===== config.mk =====
export PLATFORM = sky130hd
export DESIGN_NAME = series_mean_and_deviation_top
export DESIGN_NICKNAME = d
export VERILOG_FILES = /design/src/hdl/sdev_pkg.sv /design/src/hdl/series_mean_and_deviation_top.sv /design/src/hdl/sdev_ctrl.sv /design/src/hdl/sdev_datapath.sv
export SDC_FILE = /design/constraint.sdc
export NUM_CORES = 2
export LEC_CHECK = 0
export BUFFER_PORTS_ARGS = -buffer_cell sky130_fd_sc_hd__buf_2
export CAP_MARGIN = 15
export CELL_PAD_IN_SITES_DETAIL_PLACEMENT = 0
export CELL_PAD_IN_SITES_GLOBAL_PLACEMENT = 1
export CORE_MARGIN = 1.5
export CORE_UTILIZATION = 45
export CTS_CLUSTER_SIZE = 10
export DETAILED_ROUTE_END_ITERATION = 10
export PLACE_DENSITY_LB_ADDON = 0.05
export SLEW_MARGIN = 20
export SYNTH_ARGS = -nofsm -noshare
export SYNTH_HDL_FRONTEND = slang
export SYNTH_SLANG_ARGS = --single-unit

===== constraint.sdc =====
create_clock -name clock -period 8.77 [get_ports clock]
set_clock_uncertainty 0.2 [all_clocks]
set_input_delay 0.877 -clock clock [delete_from_list [all_inputs] [get_ports clock]]
set_output_delay 0.877 -clock clock [all_outputs]
set_load 0.005 [all_outputs]

===== src/hdl/sdev_pkg.sv =====
// ----------------------------------------------------------------------------
// sdev_pkg
// Shared types and fixed widths for the series mean and deviation block:
// port widths, controller states and the command/status bundles.
// ----------------------------------------------------------------------------
package sdev_pkg;

   // fixed port widths
   localparam int SAMPLE_W = 16;
   localparam int SKIP_W   = 12;
   localparam int MEAN_W   = 24;
   localparam int MSQ_W    = 40;
   localparam int SIGMA_W  = 23;
   localparam int COUNT_W  = 13;

   // saturating position inside a series
   localparam int                 POS_W   = 13;
   localparam logic [POS_W-1:0]   POS_MAX = '1;

   // fraction bits of the results and scale of the variance before the root
   localparam int Q_BITS     = 8;
   localparam int SCALE_BITS = 16;

   // controller states
   typedef enum logic [3:0] {
      ST_IDLE,
      ST_START,
      ST_DIV_MEAN,
      ST_LOAD_MSQ,
      ST_DIV_MSQ,
      ST_LOAD_MUL1,
      ST_MUL1,
      ST_LOAD_MUL2,
      ST_MUL2,
      ST_LOAD_SQRT,
      ST_SQRT,
      ST_LOAD_SIG,
      ST_DIV_SIG,
      ST_FINISH
   } sdev_state_type;

   // dividend choice for the shared divider
   typedef enum logic [1:0] {
      DIV_SEL_MEAN,
      DIV_SEL_MSQ,
      DIV_SEL_SIGMA
   } sdev_div_sel_type;

   // controller to datapath
   typedef struct packed {
      logic             accum;
      logic             div_load;
      sdev_div_sel_type div_sel;
      logic             div_step;
      logic             save_mean;
      logic             save_msq;
      logic             mul_load;
      logic             mul_sub;
      logic             mul_step;
      logic             sqrt_load;
      logic             sqrt_step;
      logic             out_load;
   } sdev_cmd_type;

   // datapath to controller
   typedef struct packed {
      logic empty;
   } sdev_status_type;

endpackage


===== src/hdl/series_mean_and_deviation_top.sv =====
// ----------------------------------------------------------------------------
// series_mean_and_deviation_top
// Mean, mean square and standard deviation of a sample series in Q.8.
// ----------------------------------------------------------------------------
// Samples are taken while the block is idle, so a series streams at one
// sample per clock. The last sample is also taken, and then the input stalls
// while the result is worked out by a single bit-serial divider (used for
// mean, mean square and sigma), a shift-add multiplier (two passes, n*S2
// then S1*S1) and a digit-by-digit square root; these steps are skipped when
// every sample of the series was skipped. The result sits in an output
// register, so it may wait on rsp_stall while the next series is streaming
// in; a second result waits until the first is taken. skip_count is written
// through csr_wr_en/csr_wr_data; the user must write it only while the block
// is idle, which the block itself does not enforce.
module series_mean_and_deviation_top #(
   parameter int MAX_SAMPLES = 4096,
   parameter int SAMPLE_BITS = 16
) (
   input  logic                            clock,
   input  logic                            reset,
   input  logic                            csr_wr_en,
   input  logic [sdev_pkg::SKIP_W-1:0]     csr_wr_data,
   input  logic                            req_valid,
   output logic                            req_stall,
   input  logic [sdev_pkg::SAMPLE_W-1:0]   req_sample,
   input  logic                            req_last,
   output logic                            rsp_valid,
   input  logic                            rsp_stall,
   output logic [sdev_pkg::MEAN_W-1:0]     rsp_mean_q8,
   output logic [sdev_pkg::MSQ_W-1:0]      rsp_mean_sq_q8,
   output logic [sdev_pkg::SIGMA_W-1:0]    rsp_sigma_q8,
   output logic [sdev_pkg::COUNT_W-1:0]    rsp_used_count,
   output logic                            rsp_empty_res,
   output logic                            rsp_overflow
);
   import sdev_pkg::*;

   localparam int CNT_W  = $clog2(MAX_SAMPLES + 1);
   localparam int SUM_W  = SAMPLE_BITS + CNT_W;
   localparam int SQ_W   = 2 * SAMPLE_BITS + CNT_W;
   localparam int PROD_W = CNT_W + SQ_W;
   localparam int ROOT_W = (PROD_W + SCALE_BITS + 1) / 2;
   localparam int DIV_W  = (SQ_W + Q_BITS > ROOT_W) ? (SQ_W + Q_BITS) : ROOT_W;

   sdev_cmd_type    cmd;
   sdev_status_type status;

   sdev_ctrl #(
      .DIV_STEPS  (DIV_W),
      .MUL_STEPS  (SUM_W),
      .SQRT_STEPS (ROOT_W)
   ) u_ctrl (
      .clock     (clock),
      .reset     (reset),
      .req_valid (req_valid),
      .req_last  (req_last),
      .req_stall (req_stall),
      .rsp_valid (rsp_valid),
      .rsp_stall (rsp_stall),
      .cmd       (cmd),
      .status    (status)
   );

   sdev_datapath #(
      .MAX_SAMPLES (MAX_SAMPLES),
      .SAMPLE_BITS (SAMPLE_BITS),
      .CNT_W       (CNT_W),
      .SUM_W       (SUM_W),
      .SQ_W        (SQ_W),
      .PROD_W      (PROD_W),
      .ROOT_W      (ROOT_W),
      .DIV_W       (DIV_W)
   ) u_datapath (
      .clock          (clock),
      .reset          (reset),
      .cmd            (cmd),
      .status         (status),
      .csr_wr_en      (csr_wr_en),
      .csr_wr_data    (csr_wr_data),
      .req_sample     (req_sample),
      .rsp_mean_q8    (rsp_mean_q8),
      .rsp_mean_sq_q8 (rsp_mean_sq_q8),
      .rsp_sigma_q8   (rsp_sigma_q8),
      .rsp_used_count (rsp_used_count),
      .rsp_empty_res  (rsp_empty_res),
      .rsp_overflow   (rsp_overflow)
   );

   // a new result never overwrites one that is still waiting
   a_no_overwrite: assert property (@(posedge clock) disable iff (reset)
      cmd.out_load |-> !(rsp_valid && rsp_stall))
      else $error("result loaded over a waiting transaction");

   // samples are accumulated only on an accepted transaction
   a_accum_on_accept: assert property (@(posedge clock) disable iff (reset)
      cmd.accum |-> (req_valid && !req_stall))
      else $error("accumulate without an accepted transaction");

   // the block goes busy right after the last sample of a series
   a_busy_after_last: assert property (@(posedge clock) disable iff (reset)
      (req_valid && !req_stall && req_last) |=> req_stall)
      else $error("input not stalled after last sample");

   // an empty result carries zero fields
   a_empty_zero: assert property (@(posedge clock) disable iff (reset)
      (rsp_valid && rsp_empty_res) |->
         (rsp_mean_q8 == '0 && rsp_sigma_q8 == '0 && rsp_overflow == 1'b0))
      else $error("empty result with nonzero fields");

endmodule


===== src/hdl/sdev_ctrl.sv =====
// ----------------------------------------------------------------------------
// sdev_ctrl
// Controller: takes samples while idle, then sequences the finishing steps
// (two divides, a two-pass multiply, a square root, a divide), skipped for an
// empty series, and hands the result to the output register.
// ----------------------------------------------------------------------------
module sdev_ctrl #(
   parameter int DIV_STEPS  = 53,
   parameter int MUL_STEPS  = 29,
   parameter int SQRT_STEPS = 44
) (
   input  logic                     clock,
   input  logic                     reset,
   input  logic                     req_valid,
   input  logic                     req_last,
   output logic                     req_stall,
   output logic                     rsp_valid,
   input  logic                     rsp_stall,
   output sdev_pkg::sdev_cmd_type    cmd,
   input  sdev_pkg::sdev_status_type status
);
   import sdev_pkg::*;

   localparam int MAX_STEPS = (DIV_STEPS > MUL_STEPS) ?
                              ((DIV_STEPS > SQRT_STEPS) ? DIV_STEPS : SQRT_STEPS) :
                              ((MUL_STEPS > SQRT_STEPS) ? MUL_STEPS : SQRT_STEPS);
   localparam int STEP_W = $clog2(MAX_STEPS + 1);

   sdev_state_type    state_ff, state_in;
   logic [STEP_W-1:0] step_ff, step_in;
   logic              rsp_valid_ff, rsp_valid_in;
   logic              out_free;
   logic              step_done;

   // state, step counter and result valid
   always_ff @(posedge clock) begin
      if (reset) begin
         state_ff     <= ST_IDLE;
         step_ff      <= '0;
         rsp_valid_ff <= 1'b0;
      end else begin
         state_ff     <= state_in;
         step_ff      <= step_in;
         rsp_valid_ff <= rsp_valid_in;
      end
   end

   assign out_free  = !rsp_valid_ff || !rsp_stall;
   assign step_done = (step_ff == STEP_W'(1));
   assign req_stall = (state_ff != ST_IDLE);
   assign rsp_valid = rsp_valid_ff;

   // next state and commands
   always_comb begin
      state_in     = state_ff;
      step_in      = step_ff;
      cmd          = '0;
      cmd.div_sel  = DIV_SEL_MEAN;
      rsp_valid_in = rsp_valid_ff && rsp_stall;
      unique case (state_ff)
         ST_IDLE: begin
            if (req_valid) begin
               cmd.accum = 1'b1;
               if (req_last) state_in = ST_START;
            end
         end
         ST_START: begin
            if (status.empty) begin
               state_in = ST_FINISH;
            end else begin
               cmd.div_load = 1'b1;
               cmd.div_sel  = DIV_SEL_MEAN;
               step_in      = STEP_W'(DIV_STEPS);
               state_in     = ST_DIV_MEAN;
            end
         end
         ST_DIV_MEAN: begin
            cmd.div_step = 1'b1;
            step_in      = step_ff - 1'b1;
            if (step_done) state_in = ST_LOAD_MSQ;
         end
         ST_LOAD_MSQ: begin
            cmd.save_mean = 1'b1;
            cmd.div_load  = 1'b1;
            cmd.div_sel   = DIV_SEL_MSQ;
            step_in       = STEP_W'(DIV_STEPS);
            state_in      = ST_DIV_MSQ;
         end
         ST_DIV_MSQ: begin
            cmd.div_step = 1'b1;
            step_in      = step_ff - 1'b1;
            if (step_done) state_in = ST_LOAD_MUL1;
         end
         ST_LOAD_MUL1: begin
            cmd.save_msq = 1'b1;
            cmd.mul_load = 1'b1;
            step_in      = STEP_W'(MUL_STEPS);
            state_in     = ST_MUL1;
         end
         ST_MUL1: begin
            cmd.mul_step = 1'b1;
            step_in      = step_ff - 1'b1;
            if (step_done) state_in = ST_LOAD_MUL2;
         end
         ST_LOAD_MUL2: begin
            cmd.mul_load = 1'b1;
            cmd.mul_sub  = 1'b1;
            step_in      = STEP_W'(MUL_STEPS);
            state_in     = ST_MUL2;
         end
         ST_MUL2: begin
            cmd.mul_step = 1'b1;
            step_in      = step_ff - 1'b1;
            if (step_done) state_in = ST_LOAD_SQRT;
         end
         ST_LOAD_SQRT: begin
            cmd.sqrt_load = 1'b1;
            step_in       = STEP_W'(SQRT_STEPS);
            state_in      = ST_SQRT;
         end
         ST_SQRT: begin
            cmd.sqrt_step = 1'b1;
            step_in       = step_ff - 1'b1;
            if (step_done) state_in = ST_LOAD_SIG;
         end
         ST_LOAD_SIG: begin
            cmd.div_load = 1'b1;
            cmd.div_sel  = DIV_SEL_SIGMA;
            step_in      = STEP_W'(DIV_STEPS);
            state_in     = ST_DIV_SIG;
         end
         ST_DIV_SIG: begin
            cmd.div_step = 1'b1;
            step_in      = step_ff - 1'b1;
            if (step_done) state_in = ST_FINISH;
         end
         ST_FINISH: begin
            if (out_free) begin
               cmd.out_load = 1'b1;
               rsp_valid_in = 1'b1;
               state_in     = ST_IDLE;
            end
         end
         default: begin
            state_in = ST_IDLE;
         end
      endcase
   end

endmodule


===== src/hdl/sdev_datapath.sv =====
// ----------------------------------------------------------------------------
// sdev_datapath
// Datapath: skip register, series accumulators, a bit-serial restoring
// divider, a shift-add multiplier for n*S2 - S1*S1, a digit-by-digit square
// root and the result register.
// ----------------------------------------------------------------------------
module sdev_datapath #(
   parameter int MAX_SAMPLES = 4096,
   parameter int SAMPLE_BITS = 16,
   parameter int CNT_W       = 13,
   parameter int SUM_W       = 29,
   parameter int SQ_W        = 45,
   parameter int PROD_W      = 58,
   parameter int ROOT_W      = 37,
   parameter int DIV_W       = 53
) (
   input  logic                            clock,
   input  logic                            reset,
   input  sdev_pkg::sdev_cmd_type           cmd,
   output sdev_pkg::sdev_status_type        status,
   input  logic                            csr_wr_en,
   input  logic [sdev_pkg::SKIP_W-1:0]     csr_wr_data,
   input  logic [sdev_pkg::SAMPLE_W-1:0]   req_sample,
   output logic [sdev_pkg::MEAN_W-1:0]     rsp_mean_q8,
   output logic [sdev_pkg::MSQ_W-1:0]      rsp_mean_sq_q8,
   output logic [sdev_pkg::SIGMA_W-1:0]    rsp_sigma_q8,
   output logic [sdev_pkg::COUNT_W-1:0]    rsp_used_count,
   output logic                            rsp_empty_res,
   output logic                            rsp_overflow
);
   import sdev_pkg::*;

   // configuration and series state
   logic [SKIP_W-1:0]      skip_ff;
   logic [POS_W-1:0]       pos_ff, pos_in;
   logic [SUM_W-1:0]       sum_ff, sum_in;
   logic [SQ_W-1:0]        sq_ff, sq_in;
   logic [CNT_W-1:0]       used_ff, used_in;
   logic                   drop_ff, drop_in;

   // finishing units
   logic [CNT_W-1:0]       rem_ff, rem_in;
   logic [DIV_W-1:0]       quo_ff, quo_in;
   logic [PROD_W-1:0]      acc_ff, acc_in;
   logic [PROD_W-1:0]      mcand_ff, mcand_in;
   logic [SUM_W-1:0]       mplier_ff, mplier_in;
   logic                   sub_ff, sub_in;
   logic [2*ROOT_W-1:0]    op_ff, op_in;
   logic [ROOT_W+1:0]      srem_ff, srem_in;
   logic [ROOT_W-1:0]      root_ff, root_in;
   logic [MEAN_W-1:0]      mean_ff;
   logic [MSQ_W-1:0]       msq_ff;

   logic [SAMPLE_BITS-1:0]   x;
   logic [2*SAMPLE_BITS-1:0] x_sq;
   logic                     in_use;
   logic [CNT_W:0]           rem_sh;
   logic                     rem_ge;
   logic [ROOT_W+3:0]        srem_sh;
   logic [ROOT_W+3:0]        trial;

   assign status.empty = (used_ff == '0);

   // sample to its used bits and its square
   assign x      = SAMPLE_BITS'(req_sample);
   assign x_sq   = {{SAMPLE_BITS{1'b0}}, x} * {{SAMPLE_BITS{1'b0}}, x};
   assign in_use = (pos_ff >= {{(POS_W-SKIP_W){1'b0}}, skip_ff});

   // accumulate one transaction, clear when the result is loaded into the result register
   always_comb begin
      pos_in  = pos_ff;
      sum_in  = sum_ff;
      sq_in   = sq_ff;
      used_in = used_ff;
      drop_in = drop_ff;
      if (cmd.out_load) begin
         pos_in  = '0;
         sum_in  = '0;
         sq_in   = '0;
         used_in = '0;
         drop_in = 1'b0;
      end else if (cmd.accum) begin
         if (in_use) begin
            if (used_ff < CNT_W'(MAX_SAMPLES)) begin
               sum_in  = sum_ff + SUM_W'(x);
               sq_in   = sq_ff + SQ_W'(x_sq);
               used_in = used_ff + 1'b1;
            end else begin
               drop_in = 1'b1;
            end
         end
         if (pos_ff != POS_MAX) pos_in = pos_ff + 1'b1;
      end
   end

   always_ff @(posedge clock) begin
      if (reset) begin
         skip_ff <= '0;
         pos_ff  <= '0;
         sum_ff  <= '0;
         sq_ff   <= '0;
         used_ff <= '0;
         drop_ff <= 1'b0;
      end else begin
         if (csr_wr_en) skip_ff <= csr_wr_data;
         pos_ff  <= pos_in;
         sum_ff  <= sum_in;
         sq_ff   <= sq_in;
         used_ff <= used_in;
         drop_ff <= drop_in;
      end
   end

   // restoring divider by the used count, one quotient bit per step
   assign rem_sh = {rem_ff, quo_ff[DIV_W-1]};
   assign rem_ge = (rem_sh >= {1'b0, used_ff});

   always_comb begin
      rem_in = rem_ff;
      quo_in = quo_ff;
      if (cmd.div_load) begin
         rem_in = '0;
         unique case (cmd.div_sel)
            DIV_SEL_MEAN:  quo_in = DIV_W'({sum_ff, {Q_BITS{1'b0}}});
            DIV_SEL_MSQ:   quo_in = DIV_W'({sq_ff, {Q_BITS{1'b0}}});
            DIV_SEL_SIGMA: quo_in = DIV_W'(root_ff);
            default:       quo_in = '0;
         endcase
      end else if (cmd.div_step) begin
         rem_in = rem_ge ? CNT_W'(rem_sh - {1'b0, used_ff}) : CNT_W'(rem_sh);
         quo_in = {quo_ff[DIV_W-2:0], rem_ge};
      end
   end

   // shift-add multiply: pass one adds n*S2, pass two takes off S1*S1
   always_comb begin
      acc_in    = acc_ff;
      mcand_in  = mcand_ff;
      mplier_in = mplier_ff;
      sub_in    = sub_ff;
      if (cmd.mul_load) begin
         sub_in = cmd.mul_sub;
         if (cmd.mul_sub) begin
            mcand_in  = PROD_W'(sum_ff);
            mplier_in = sum_ff;
         end else begin
            acc_in    = '0;
            mcand_in  = PROD_W'(sq_ff);
            mplier_in = SUM_W'(used_ff);
         end
      end else if (cmd.mul_step) begin
         if (mplier_ff[0]) acc_in = sub_ff ? (acc_ff - mcand_ff) : (acc_ff + mcand_ff);
         mcand_in  = {mcand_ff[PROD_W-2:0], 1'b0};
         mplier_in = {1'b0, mplier_ff[SUM_W-1:1]};
      end
   end

   // square root of the scaled variance, two operand bits per step
   assign srem_sh = {srem_ff, op_ff[2*ROOT_W-1 -: 2]};
   assign trial   = (ROOT_W+4)'({root_ff, 2'b01});

   always_comb begin
      op_in   = op_ff;
      srem_in = srem_ff;
      root_in = root_ff;
      if (cmd.sqrt_load) begin
         op_in   = (2*ROOT_W)'({acc_ff, {SCALE_BITS{1'b0}}});
         srem_in = '0;
         root_in = '0;
      end else if (cmd.sqrt_step) begin
         op_in = {op_ff[2*ROOT_W-3:0], 2'b00};
         if (srem_sh >= trial) begin
            srem_in = (ROOT_W+2)'(srem_sh - trial);
            root_in = {root_ff[ROOT_W-2:0], 1'b1};
         end else begin
            srem_in = (ROOT_W+2)'(srem_sh);
            root_in = {root_ff[ROOT_W-2:0], 1'b0};
         end
      end
   end

   // finishing registers
   always_ff @(posedge clock) begin
      rem_ff    <= rem_in;
      quo_ff    <= quo_in;
      acc_ff    <= acc_in;
      mcand_ff  <= mcand_in;
      mplier_ff <= mplier_in;
      sub_ff    <= sub_in;
      op_ff     <= op_in;
      srem_ff   <= srem_in;
      root_ff   <= root_in;
      if (cmd.save_mean) mean_ff <= MEAN_W'(quo_ff);
      if (cmd.save_msq)  msq_ff  <= MSQ_W'(quo_ff);
   end

   // result register, zeros for an empty series
   always_ff @(posedge clock) begin
      if (cmd.out_load) begin
         if (status.empty) begin
            rsp_mean_q8    <= '0;
            rsp_mean_sq_q8 <= '0;
            rsp_sigma_q8   <= '0;
            rsp_used_count <= '0;
            rsp_empty_res  <= 1'b1;
            rsp_overflow   <= 1'b0;
         end else begin
            rsp_mean_q8    <= mean_ff;
            rsp_mean_sq_q8 <= msq_ff;
            rsp_sigma_q8   <= SIGMA_W'(quo_ff);
            rsp_used_count <= COUNT_W'(used_ff);
            rsp_empty_res  <= 1'b0;
            rsp_overflow   <= drop_ff;
         end
      end
   end

endmodule

==> results.cfg <==
[worst_setup_path]
cp_slowest_cell = fa_1
worstPathCellList = buf_2 > inv_1 > nor2_1 > inv_1 > fa_1 > fa_1 > fa_1 > fa_1 > inv_1 > fa_1 > inv_1 > fa_1 > inv_1 > ha_1 > nand3_1 > nor3b_1 > o21ai_0 > a2111oi_0 > nor2_1 > o211ai_1 > o211ai_1 > nor3b_1 > xnor2_1 > nor2_1
max_stage_delay_ns = 0.55
critPathBufInv = 6
crit_top_cell = fa_1
critPathKind = in2reg
endpoint_kind = flip-flop
rr_startpoint = u_datapath.sq_ff[3]$_SDFFE_PP0P_
crit_start = req_sample[10]
cp.arrival_ns = 7.49
worst-path-max-fanout = 15
cpLargestDelayFamily = adder cells
cp-start-kind = input port
required_ns = 9.08

[drt]
drtIter0Drc = 2293
drc = 0
drtPass1Iterations = 6
ant_nets = 0
via_count = 30926
via_per_inst = 5.381
routedWlPerCell_um = 20.53
drt-total-wl_mm = 118.0

[power_and_ir_drop]
p_per_area_nw_per_um2 = 397.2
p_leak_nw = 19.16
max-vdd-ir-drop_mv = 0.3356

[global_routing]
grt_max_degree = 95
track_usage_pct = 24.94
grt_pass1_vias = 30176
grt.overflow.total = 0
grt_first_pass_wirelength_mm = 181.9
grt_antenna_before_repair = 2

[flow_run]
drv_cap = 0

[die]
io_pins = 138
fp-row-count = 111
die_area_um2 = 94770
die_y_um = 307.8
start_util_pct = 45.55
core_um2 = 91800
die_w_um = 307.8

[yosys]
syn_area_per_cell_um2 = 9.510
synth-seq-area-share_pct = 40.57
synth_flop_cell = edfxtp_1
synthArstFlopShare_pct = 0
synthCells = 4397
ys_types = 100
netlist_area_um2 = 41820
synth_warnings = 0
synth-edff-count = 423
synth-seq-cells = 636
syn-num-nets = 4883

[finish]
finish.instance_area_um2 = 46110
layout_common_cells = nand2_1, inv_1, edfxtp_1, nor2_1, a21oi_1
final_common_cell = nand2_1
drive_gt1_share_pct = 7.820
final_cell_count_no_fill = 5747
num-nets-final = 4920
nFillCells = 8634
utilization_pct = 50.22
syn_to_final_growth_pct = 10.25

[run_status]
status = finished, final reports clean

[timing]
hold_viol = 0
min_period_ns = 7.182
post-route-period-util_pct = 81.90
slew_violations = 0
max_freq_mhz = 139.2
rsz0062_at_grt = no
worst_slew_pin_slew_ns = 1.124
setup_tns_ns = 0
finalSetupViolCount = 0
relSlewSlack_pct = 24.69

[clocking]
cts_buffers = 79
cts.path.max_buffers = 3
clk_pin_slew_worst_paths_ns = 0.05
cts_resized = 0
cts.sinks = 636
clock_latency_ns = 0.67
clockRootBuffer = clkbuf_16
htree_levels = 3
cts_tree = built
post_cts_buffers = 0
cts_hold_buf = 0

[placed_design]
globalplace.congestion = 0.8661
dp_hpwl_mm = 88.31
dp_cells = 5596
dpl_cell_area_um2 = 43550
numPortBuffers = 137

[worst_hold_path]
hold_path.startpoint = u_datapath.quo_ff[32]$_DFFE_PP_
hold_class = reg2reg
-- worst reg2reg max path: cells and delay by family, from the launching register on --
kind	cells	cell delay (ns)
flops	1	0.54
fa+ha+maj	6	2.13
buf+inv	6	0.51
simple gates	3	0.70
xor+xnor	1	0.17
compound gates	6	1.73
-- sequential cells by signal (all words and copies together) (netlist names), 29 cells and up --
name                       flops
u_datapath.op_ff              58
u_datapath.srem_ff            39
u_datapath.root_ff            37
u_datapath.msq_ff             40
u_datapath.rsp_mean_sq_q8     40
u_datapath.quo_ff             53
u_datapath.mcand_ff           58
u_datapath.mplier_ff          29
u_datapath.acc_ff             58
u_datapath.sum_ff             29
u_datapath.sq_ff              45
-- cells by family after synthesis --
kind of cell,count (synthesis),synth area share (%)
adders and majority gates,452,17.06
AOI/OAI and AO/OA,914,13.56
xor gates and xnor gates,229,4.814
muxes,91,2.190
buffers and inverters,665,6.056
DFF,636,40.57
and+or+nand+nor,1410,15.74
-- synth_stat cells (all sizes together), types with 4 or more instances --
cell type | count | area share [%]
edfxtp | 423 | 30
a32oi | 4 | 0.084
fa | 197 | 9.4
a211oi | 28 | 0.53
mux2i | 87 | 2.1
buf | 34 | 0.39
nand4 | 45 | 0.71
nor2b | 20 | 0.30
nor3 | 74 | 0.99
nand2 | 578 | 5.2
nand3 | 39 | 0.47
ha | 255 | 7.6
nand3b | 17 | 0.31
and2 | 153 | 2.3
o21a | 27 | 0.48
xor2 | 71 | 1.5
nor4 | 15 | 0.30
and4 | 6 | 0.13
nand2b | 32 | 0.48
o31ai | 14 | 0.25
xnor2 | 158 | 3.3
inv | 451 | 4.0
a21o | 97 | 1.7
and3 | 37 | 0.57
nor3b | 9 | 0.17
o21ai | 231 | 2.8
o211ai | 12 | 0.24
a211o | 8 | 0.17
or2 | 10 | 0.15
a2111oi | 6 | 0.16
nor2 | 337 | 3.0
a31o | 8 | 0.17
dfxtp | 213 | 10
mux2 | 4 | 0.11
o22ai | 45 | 0.70
a21oi | 302 | 3.6
or3 | 25 | 0.37
clkbuf | 179 | 1.6
or4 | 6 | 0.13
o21bai | 21 | 0.38
a22o | 26 | 0.54
a31oi | 36 | 0.57
o31a | 7 | 0.15
-- final timing paths --
| kind | end | slack, ns | cells after the start |
|---|---|---|---|
| max | u_datapath.sq_ff[44]$_SDFFE_PP0P_ | 1.59 | 24 |
| min | u_datapath.msq_ff[32]$_DFFE_PP_ | 0.25 | 0 |
| max reg2reg | u_datapath.sq_ff[41]$_SDFFE_PP0P_ | 2.68 | 22 |
| min reg2reg | u_datapath.msq_ff[32]$_DFFE_PP_ | 0.25 | 0 |
-- stage by stage --
stage	hold WS [ns]	setup WS [ns]	total power [W]
3_3_place_gp	0.2349	1.011	0.01517
3_5_place_dp	0.2366	0.9202	0.01518
5_1_grt	0.2386	1.161	0.01983
4_1_cts	0.2130	1.612	0.01845
2_1_floorplan	0.2262	1.053	0.01255
6_report	0.2494	1.588	0.01832
-- where the power goes --
group | internal (W) | total [W] | switching, W
registers | 0.00414 | 0.00474 | 0.000597
clock network | 0.00185 | 0.00318 | 0.00133
logic | 0.00413 | 0.0104 | 0.00626
-- cell type report --
type,count,area [um2],area share [%]
timing repair buffer,169,925.9,2.008
tap,1243,1555,3.373
clock buffer,133,2281,4.947
antenna,3,7.507,0.01628
clock inverter,15,259.0,0.5618
inverter,452,1699,3.685
sequential,636,16970,36.81
multi-input combinational,3096,22410,48.60
-- metal layers --
layer,GRT usage (%),wire (um),vias up
li1,-,-,15131
met4,5.132,1871,0
met2,41.04,55350,555
met3,2.601,4189,112
met1,35.57,56600,15128
met5,0,0,-
Power figures use the tool's default switching activity.
